--- src/design/i2c_master_byte_engine_core_assert.svh ---
// ----------------------------------------------------------------------------
// i2c master byte engine assertion macros
// concurrent checks on clk, disabled while rst_n is low
// ----------------------------------------------------------------------------
`ifndef I2C_MASTER_BYTE_ENGINE_CORE_ASSERT_SVH
`define I2C_MASTER_BYTE_ENGINE_CORE_ASSERT_SVH

`ifndef ASSERT_OFF
`define I2CMBE_ASSERT(lbl, expr) \
  lbl: assert property (@(posedge clk) disable iff (!rst_n) (expr)) \
    else $error("i2c master byte engine check failed");
`define I2CMBE_ASSERT_IMP(lbl, ante, cons) \
  lbl: assert property (@(posedge clk) disable iff (!rst_n) (ante) |-> (cons)) \
    else $error("i2c master byte engine check failed");
`define I2CMBE_ASSERT_NXT(lbl, ante, cons) \
  lbl: assert property (@(posedge clk) disable iff (!rst_n) (ante) |=> (cons)) \
    else $error("i2c master byte engine check failed");
`else
`define I2CMBE_ASSERT(lbl, expr)
`define I2CMBE_ASSERT_IMP(lbl, ante, cons)
`define I2CMBE_ASSERT_NXT(lbl, ante, cons)
`endif

`endif

--- src/design/i2cmbe_pkg.sv ---
// ----------------------------------------------------------------------------
// i2c master byte engine package
// command codes, phase limits and the state and result structs
// ----------------------------------------------------------------------------
package i2cmbe_pkg;

  localparam int BITS_PER_BYTE = 8;

  localparam logic [4:0] START_LAST = 5'd3;
  localparam logic [4:0] STOP_LAST  = 5'd2;
  localparam logic [4:0] BIT_PHASES = 5'(2 * BITS_PER_BYTE);
  localparam logic [4:0] XFER_LAST  = 5'(2 * BITS_PER_BYTE + 1);

  typedef enum logic [2:0] {
    CMD_NONE  = 3'd0,
    CMD_START = 3'd1,
    CMD_STOP  = 3'd2,
    CMD_WRITE = 3'd3,
    CMD_READ  = 3'd4
  } cmd_t;

  typedef struct packed {
    cmd_t                     active;
    logic [4:0]               phase;
    logic [BITS_PER_BYTE-1:0] shift;
    logic [BITS_PER_BYTE-1:0] rx;
    logic                     ack_flag;
    logic                     ack_choice;
    logic                     scl;
    logic                     sda;
    logic                     sda_rel;
  } st_t;

  // lowest member last so it lands in bit 0
  typedef struct packed {
    logic                     ack_seen;
    logic [BITS_PER_BYTE-1:0] rx_byte;
    logic                     done_res;
    logic                     busy_res;
    logic                     sda_drive;
    logic                     sda_level;
    logic                     scl_drive;
    logic                     scl_level;
  } res_t;

endpackage

--- src/design/i2c_master_byte_engine_core.sv ---
// ----------------------------------------------------------------------------
// i2c master byte engine core
// start, stop, byte write and byte read sequencer, one word per half-period
// ----------------------------------------------------------------------------
//  channel | ports                        | word
//  input   | in_tvalid/in_tready/in_tdata | command, tx_byte, send_ack, sda_sample
//  result  | out_tvalid/out_tready/out_tdata | line levels, status, rx_byte, ack
//  config  | cfg_valid/cfg_ready/cfg_data | push_pull_mode
//
// the step logic sits between the state registers and the result register,
// so a word is taken every cycle the result is free or being taken. reset
// clears the sequencer to idle with both lines high.
// a stalled result holds in_tready low until it is taken.
// ----------------------------------------------------------------------------
`include "i2c_master_byte_engine_core_assert.svh"

module i2c_master_byte_engine_core (
  input  logic        clk,
  input  logic        rst_n,
  input  logic        in_tvalid,
  output logic        in_tready,
  // command[2:0], tx_byte[10:3], send_ack[11], sda_sample[12], zero[15:13]
  input  logic [15:0] in_tdata,
  output logic        out_tvalid,
  input  logic        out_tready,
  // scl_level[0], scl_drive[1], sda_level[2], sda_drive[3], busy_res[4],
  // done_res[5], rx_byte[13:6], ack_seen[14], zero[15]
  output logic [15:0] out_tdata,
  input  logic        cfg_valid,
  output logic        cfg_ready,
  input  logic        cfg_data
);

  i2cmbe_pkg::st_t  state_r;
  i2cmbe_pkg::st_t  state_nxt;
  i2cmbe_pkg::res_t res_nxt;
  logic             pp_mode_r;
  logic             out_valid_r;
  logic [15:0]      out_data_r;
  logic             in_acc;

  assign in_tready  = !out_valid_r || out_tready;
  assign in_acc     = in_tvalid && in_tready;
  assign out_tvalid = out_valid_r;
  assign out_tdata  = out_data_r;
  assign cfg_ready  = 1'b1;

  i2cmbe_step u_step (
    .state_i    (state_r),
    .pp_mode_i  (pp_mode_r),
    .cmd_i      (in_tdata[2:0]),
    .tx_byte_i  (in_tdata[10:3]),
    .send_ack_i (in_tdata[11]),
    .sda_in_i   (in_tdata[12]),
    .state_o    (state_nxt),
    .res_o      (res_nxt)
  );

  always_ff @(posedge clk) begin
    if (!rst_n) begin
      pp_mode_r <= 1'b0;
    end else if (cfg_valid && cfg_ready) begin
      pp_mode_r <= cfg_data;
    end
  end

  always_ff @(posedge clk) begin
    if (!rst_n) begin
      state_r.active     <= i2cmbe_pkg::CMD_NONE;
      state_r.phase      <= '0;
      state_r.shift      <= '0;
      state_r.rx         <= '0;
      state_r.ack_flag   <= 1'b1;
      state_r.ack_choice <= 1'b0;
      state_r.scl        <= 1'b1;
      state_r.sda        <= 1'b1;
      state_r.sda_rel    <= 1'b0;
    end else if (in_acc) begin
      state_r <= state_nxt;
    end
  end

  always_ff @(posedge clk) begin
    if (!rst_n) begin
      out_valid_r <= 1'b0;
    end else if (in_acc) begin
      out_valid_r <= 1'b1;
    end else if (out_tready) begin
      out_valid_r <= 1'b0;
    end
  end

  always_ff @(posedge clk) begin
    if (in_acc) begin
      out_data_r <= {1'b0, res_nxt};
    end
  end

  `I2CMBE_ASSERT(a_phase_range, state_r.phase <= i2cmbe_pkg::XFER_LAST)
  `I2CMBE_ASSERT_IMP(a_idle_phase, state_r.active == i2cmbe_pkg::CMD_NONE, state_r.phase == 5'd0)
  `I2CMBE_ASSERT_IMP(a_done_busy, out_valid_r && out_data_r[5], out_data_r[4])
  `I2CMBE_ASSERT_NXT(a_state_hold, !in_acc, $stable(state_r))
  `I2CMBE_ASSERT_NXT(a_word_out, in_acc, out_valid_r)

endmodule

--- src/design/i2cmbe_step.sv ---
// ----------------------------------------------------------------------------
// i2c master byte engine half-period step
// next sequencer state and line levels for one half-period word
// ----------------------------------------------------------------------------
module i2cmbe_step (
  input  i2cmbe_pkg::st_t                         state_i,
  input  logic                                    pp_mode_i,
  input  logic [2:0]                              cmd_i,
  input  logic [i2cmbe_pkg::BITS_PER_BYTE-1:0]    tx_byte_i,
  input  logic                                    send_ack_i,
  input  logic                                    sda_in_i,
  output i2cmbe_pkg::st_t                         state_o,
  output i2cmbe_pkg::res_t                        res_o
);

  localparam int MSB = i2cmbe_pkg::BITS_PER_BYTE - 1;

  i2cmbe_pkg::st_t s;
  logic [4:0]      last;
  logic            busy;
  logic            done;

  always_comb begin
    s    = state_i;
    last = '0;
    busy = 1'b0;
    done = 1'b0;

    if (s.active == i2cmbe_pkg::CMD_NONE &&
        cmd_i >= i2cmbe_pkg::CMD_START && cmd_i <= i2cmbe_pkg::CMD_READ) begin
      s.active = i2cmbe_pkg::cmd_t'(cmd_i);
      s.phase  = '0;
      if (cmd_i == i2cmbe_pkg::CMD_WRITE) begin
        s.shift = tx_byte_i;
      end else if (cmd_i == i2cmbe_pkg::CMD_READ) begin
        s.shift = '0;
      end
      s.ack_choice = send_ack_i;
    end

    if (s.active != i2cmbe_pkg::CMD_NONE) begin
      busy = 1'b1;
      unique case (s.active)
        i2cmbe_pkg::CMD_START: begin
          last = i2cmbe_pkg::START_LAST;
          if (s.phase == 5'd0) begin
            s.sda = 1'b1; s.sda_rel = 1'b0;
          end else if (s.phase == 5'd1) begin
            s.scl = 1'b1;
          end else if (s.phase == 5'd2) begin
            s.sda = 1'b0; s.sda_rel = 1'b0;
          end else begin
            s.scl = 1'b0;
          end
        end
        i2cmbe_pkg::CMD_STOP: begin
          last = i2cmbe_pkg::STOP_LAST;
          if (s.phase == 5'd0) begin
            s.sda = 1'b0; s.sda_rel = 1'b0;
          end else if (s.phase == 5'd1) begin
            s.scl = 1'b1;
          end else begin
            s.sda = 1'b1; s.sda_rel = 1'b0;
          end
        end
        i2cmbe_pkg::CMD_WRITE: begin
          last = i2cmbe_pkg::XFER_LAST;
          if (s.phase < i2cmbe_pkg::BIT_PHASES) begin
            if (!s.phase[0]) begin
              if (s.phase != 5'd0) s.scl = 1'b0;
              s.sda     = s.shift[MSB];
              s.sda_rel = 1'b0;
            end else begin
              s.scl   = 1'b1;
              s.shift = {s.shift[MSB-1:0], 1'b0};
            end
          end else if (s.phase == i2cmbe_pkg::BIT_PHASES) begin
            s.scl = 1'b0; s.sda = 1'b1; s.sda_rel = 1'b1;
          end else begin
            s.scl      = 1'b1;
            s.ack_flag = sda_in_i;
          end
        end
        i2cmbe_pkg::CMD_READ: begin
          last = i2cmbe_pkg::XFER_LAST;
          if (s.phase < i2cmbe_pkg::BIT_PHASES) begin
            if (!s.phase[0]) begin
              if (s.phase == 5'd0) begin
                s.sda = 1'b1; s.sda_rel = 1'b1;
              end else begin
                s.scl = 1'b0;
              end
            end else begin
              s.scl   = 1'b1;
              s.shift = {s.shift[MSB-1:0], sda_in_i};
              if (s.phase == i2cmbe_pkg::BIT_PHASES - 5'd1) s.rx = s.shift;
            end
          end else if (s.phase == i2cmbe_pkg::BIT_PHASES) begin
            s.scl = 1'b0; s.sda = !s.ack_choice; s.sda_rel = 1'b0;
          end else begin
            s.scl = 1'b1;
          end
        end
        default: begin
          last = '0;
        end
      endcase
      done = (s.phase >= last);
      if (!done) s.phase = s.phase + 5'd1;
    end

    res_o.scl_level = s.scl;
    res_o.scl_drive = pp_mode_i | ~s.scl;
    res_o.sda_level = s.sda_rel | s.sda;
    res_o.sda_drive = !s.sda_rel && (pp_mode_i || !s.sda);
    res_o.busy_res  = busy;
    res_o.done_res  = done;
    res_o.rx_byte   = s.rx;
    res_o.ack_seen  = s.ack_flag;

    // bus handed back after a byte transfer
    if (done) begin
      if (s.active == i2cmbe_pkg::CMD_WRITE || s.active == i2cmbe_pkg::CMD_READ) begin
        s.scl = 1'b0; s.sda = 1'b1; s.sda_rel = 1'b1;
      end
      s.active = i2cmbe_pkg::CMD_NONE;
      s.phase  = '0;
    end

    state_o = s;
  end

endmodule

--- config.mk ---
export PLATFORM = sky130hd
export DESIGN_NAME = i2c_master_byte_engine_core
export DESIGN_NICKNAME = d
export VERILOG_FILES = /design/src/design/i2cmbe_pkg.sv /design/src/design/i2c_master_byte_engine_core.sv /design/src/design/i2cmbe_step.sv
export VERILOG_INCLUDE_DIRS = /design/src /design/src/design
export SDC_FILE = /design/constraint.sdc
export NUM_CORES = 1
export LEC_CHECK = 0
export BUFFER_PORTS_ARGS = -buffer_cell sky130_fd_sc_hd__buf_2
export CORE_MARGIN = 2
export CORE_UTILIZATION = 50
export DETAILED_ROUTE_END_ITERATION = 8
export GPL_TIMING_DRIVEN = 0
export PLACE_DENSITY_LB_ADDON = 0.05
export SLEW_MARGIN = 10
export SYNTH_ARGS = -nofsm -noshare
export SYNTH_HDL_FRONTEND = slang
export SYNTH_SLANG_ARGS = --single-unit
--- constraint.sdc ---
create_clock -name clk -period 5.1 [get_ports clk]
set_clock_uncertainty 0.05 [all_clocks]
set_input_delay 0.51 -clock clk [delete_from_list [all_inputs] [get_ports clk]]
set_output_delay 0.51 -clock clk [all_outputs]
set_load 0.02 [all_outputs]
==> results.txt <==
----------------------------------------------------
[Run status]
  Outcome ... complete, no violations

[STA]
  RSZ-0062 raised after global routing ... no
  Hold Worst Slack ... 385.3 ps
  Final setup violation count ... 0
  Sum of negative setup slack ... 0 ps
  Slack of the critical path ... between 1500 and 2000 ps
  Period utilization ... 65.62%
  Max-slew violation count ... 0
  Maximum clock frequency ... 0.2988 GHz
  Slew at the pin closest to its max-slew limit ... 723.6 ps
  Max-Slew Margin vs Limit ... 51.32%
  Clock period minus worst slack ... 3347 ps
  Hold violation count in the final report ... 0

[Layout]
  Fraction of final layout cells with drive strength greater than 1 ... 22.22%
  Antenna cells ... 0
  Total of fill cells in the finished design ... about 530
  Final #Nets ... 379
  Growth of design area from synthesis to finish ... 12.60%
  Post-layout util ... 57.50%
  Multi-input combinational cell area ... approximately 1500 um2
  Seq. cell area ... 1071 um2

[CTS]
  Clock Sink Count ... 46
  Count of hold-fix buffers inserted at cts ... 0
  Master cell of the clock root buffer ... sky130_fd_sc_hd__clkbuf_8
  Clk Latency, worst-skew pair ... approximately 310 ps
  Buffers inserted by post-CTS timing repair ... 0
  Maximum buffer depth of the clock tree ... 2
  CTS tree ... yes
  Number of gates resized after cts ... 0
  TritonCTS Buffers ... 5
  CTS clock-pin slew for the worst setup and hold paths ... 90 ps
  H-tree lvl count ... 2

[Detailed routing]
  Number of remaining DRC errors ... 0
  Pre-antenna DRT Iters ... 4
  Detailed Route WL ... 6.950 mm
  Number of DRC violations after detailed-routing iteration 0 ... ~190
  Wirelength per Cell ... 16.43 um
  Post-DR vias/cell ... 5.825
  Post-route antenna net violation count ... 0
  Total number of vias ... 2464

[GRT]
  First-pass GRT wire length ... 11.65 mm
  Total track usage ... 24.22%
  Initial antenna violation count ... 0
  Residual overflow from global routing ... 0
  Vias in the first global route ... 2353
  Largest net degree at the start of global routing ... 25

[Worst hold path]
  Start point of the worst hold path ... in_tvalid
  Cell count of the worst hold path ... 3
  Worst-case hold path end point ... out_tvalid$_SDFFE_PN0P_
  Hold/Removal Path Class ... in2reg

[Pwr]
  Switching power as a share of total power ... 31.45%
  Fraction of power consumed by sequential logic ... around 49%
  Max IR drop VDD ... 0.1537 mV
  Switching power of the nets ... 0.0002601 W
  Power share of the combinational group ... 23.6%
  LEAKAGE ... 1.199 nW
  Total power draw ... between 0.0008 and 0.0009 W
  Cell internal power dissipation ... 0.0005670 W
  Relative contribution of the clock network to total power ... 27.0%
  Pwr/cell area ... 266.1 nW/um2

[Placed design]
  Final Wtd Congestion ... 0.8796
  Detailed placement HPWL ... about 5 mm
  Port buffer count ... 34
  Worst-case setup slack after placement ... ~1500 ps

[Floorplanning]
  Std cell rows ... 27
  Placeable core region ... 5405 um2
  Die height ... around 78 um
  I/O pin count ... 41
  Starting utilization of the core area ... 51.06%
  Area of the die ... approximately 6000 um2
  Die Span X ... between 70 and 80 um

[Logic synthesis]
  EDFF count, synth ... 15
  Average footprint of a synthesized cell ... 8.933 um2
  Cell taking the most area after synthesis ... sky130_fd_sc_hd__dfxtp_1
  Post-synth net total ... 338
  Top post-synthesis cells by area ... sky130_fd_sc_hd__dfxtp_1 22%, sky130_fd_sc_hd__edfxtp_1 16%, sky130_fd_sc_hd__o21ai_0 4.7%
  Warning count from the yosys run ... 0
  Number of standard cells after synthesis ... 309
  Most instantiated library cell after synthesis ... sky130_fd_sc_hd__dfxtp_1
  Post-synth top cells ... 31 x sky130_fd_sc_hd__dfxtp_1, 29 x sky130_fd_sc_hd__nor2_1, 26 x sky130_fd_sc_hd__o21ai_0
  Seq/Total Area, Yosys ... ~39%
  Synth top area share ... 22.48%
  Primary FF master, synth ... sky130_fd_sc_hd__dfxtp_1
  Flip-flop and latch count after synthesis ... 46
  Post-synth cell types ... 63
  Syn Std Cell Area ... 2760 um2
  Share of synthesized flip-flops with an asynchronous set or reset ... 0%

[Setup path]
  Most frequent cell on the critical path ... sky130_fd_sc_hd__buf_2
  Library cell contributing the largest single delay on the critical path ... sky130_fd_sc_hd__a311oi_1
  Critical R2R Launch ... state_r[27]$_SDFFE_PN0P_
  Crit path cell chain ... buf_2 -> buf_4 -> or3_4 -> nand3_4 -> buf_2 -> and2_1 -> inv_1 -> ha_1 -> o31a_1 -> o21ba_2 -> a311oi_1 -> a31oi_1 -> or2_1
  CP Capture Type ... register
  Required time at the endpoint of the critical path ... 5100 ps
  Maximum cell stage delay along the critical path ... 410 ps
  Startpoint types ... input pin
  Crit Path Class ... in2reg
  Worst-path maximum fanout ... 10
  Crit Reg-Reg Endpoint ... out_tdata[2]$_DFFE_PP_
  Length in cells of the worst reg-to-reg path ... 12
  Worst-case register-to-register setup slack ... 1810 ps
  CP arrival ... 3340 ps

[Run]
  Max cap viols ... 0

----------------------------------------------------
## layout by cell type, fill, tap and decap left out, types with 8 or more instances in the layout
cell	netlist	final
sky130_fd_sc_hd__buf_2	2	36
sky130_fd_sc_hd__dfxtp_1	31	31
sky130_fd_sc_hd__nor2_1	29	29
sky130_fd_sc_hd__o21ai_0	26	26
sky130_fd_sc_hd__a21oi_1	20	20
sky130_fd_sc_hd__nand2_1	19	19
sky130_fd_sc_hd__edfxtp_1	15	15
sky130_fd_sc_hd__nand3_1	14	14
sky130_fd_sc_hd__inv_1	12	12
sky130_fd_sc_hd__clkbuf_1	9	9
sky130_fd_sc_hd__mux2_2	9	9
sky130_fd_sc_hd__mux2i_1	8	8
## state kept, by name, summed over array words and instances (netlist names)
| name | cells |
|---|---|
| pp_mode_r | 1 |
| out_tdata | 15 |
| out_tvalid | 1 |
| state_r | 29 |
## through the flow
stage,std cells,area (um2)
2_1_floorplan,309,2760
3_3_place_gp,415,3020
3_5_place_dp,415,3022
4_1_cts,423,3108
5_1_grt,423,3108
6_report,423,3108
## layout make-up
| class | instances | area share, % |
|---|---|---|
| multi-input combinational | 230 | 49.07 |
| sequential | 46 | 34.46 |
| timing repair buffer | 34 | 5.475 |
| buffer | 20 | 3.744 |
| tap | 72 | 2.899 |
| clock buffer | 6 | 2.335 |
| inverter | 13 | 1.570 |
| clock inverter | 2 | 0.4428 |
## how the worst max path moves through the flow
stage	cells past startpoint	slack, ps	start	endpoint
6_report	13	1750	in_tdata[2]	out_tdata[2]$_DFFE_PP_
5_1_grt	13	1650	in_tdata[2]	out_tdata[2]$_DFFE_PP_
4_1_cts	13	1790	in_tdata[2]	out_tdata[2]$_DFFE_PP_
3_5_place_dp	13	1500	in_tdata[2]	out_tdata[2]$_DFFE_PP_
3_3_place_gp	13	1510	in_tdata[2]	out_tdata[2]$_DFFE_PP_
2_1_floorplan	12	1960	in_tdata[0]	out_tdata[2]$_DFFE_PP_
## per-layer routing
| metal | share of wire, % | up-vias | track usage (%) |
|---|---|---|---|
| met3 | 7.9 | 4 | 4.598 |
| li1 | - | 1203 | - |
| met4 | 0.49 | 0 | 4.561 |
| met2 | 45 | 102 | 37.59 |
| met5 | 0 | - | 0 |
| met1 | 47 | 1155 | 35.53 |
## critical path: cells and delay by family
| kind | cells | cell delay (ps) |
|---|---|---|
| AOI/OAI and AO/OA | 4 | 1120 |
| adders and majority gates | 1 | 210 |
| buffers and inverters | 4 | 560 |
| and+or+nand+nor | 4 | 940 |
## logic make-up (layout without fill, tap and decap cells)
logic type	after synthesis	in the layout	share of synthesized area (%)
and+or+nand+nor	108	108	21.99
AOI/OAI and AO/OA	94	94	22.62
DFF	46	46	38.80
buffers and inverters	33	75	5.938
muxes	17	17	6.573
adders and majority gates	7	7	3.173
other	2	2	0.2721
xor gates and xnor gates	2	2	0.6347
## power by group through the flow
stage	registers, W	logic [W]	clock network, W
after floorplan	0.000428	0.000125	0
after global placement	0.000416	0.000191	0
after detailed placement	0.000417	0.000192	0
after CTS	0.000408	0.000193	0.000227
after global routing	0.000410	0.000215	0.000242
final	0.000408	0.000195	0.000224
(Power assumes the default switching activity.)
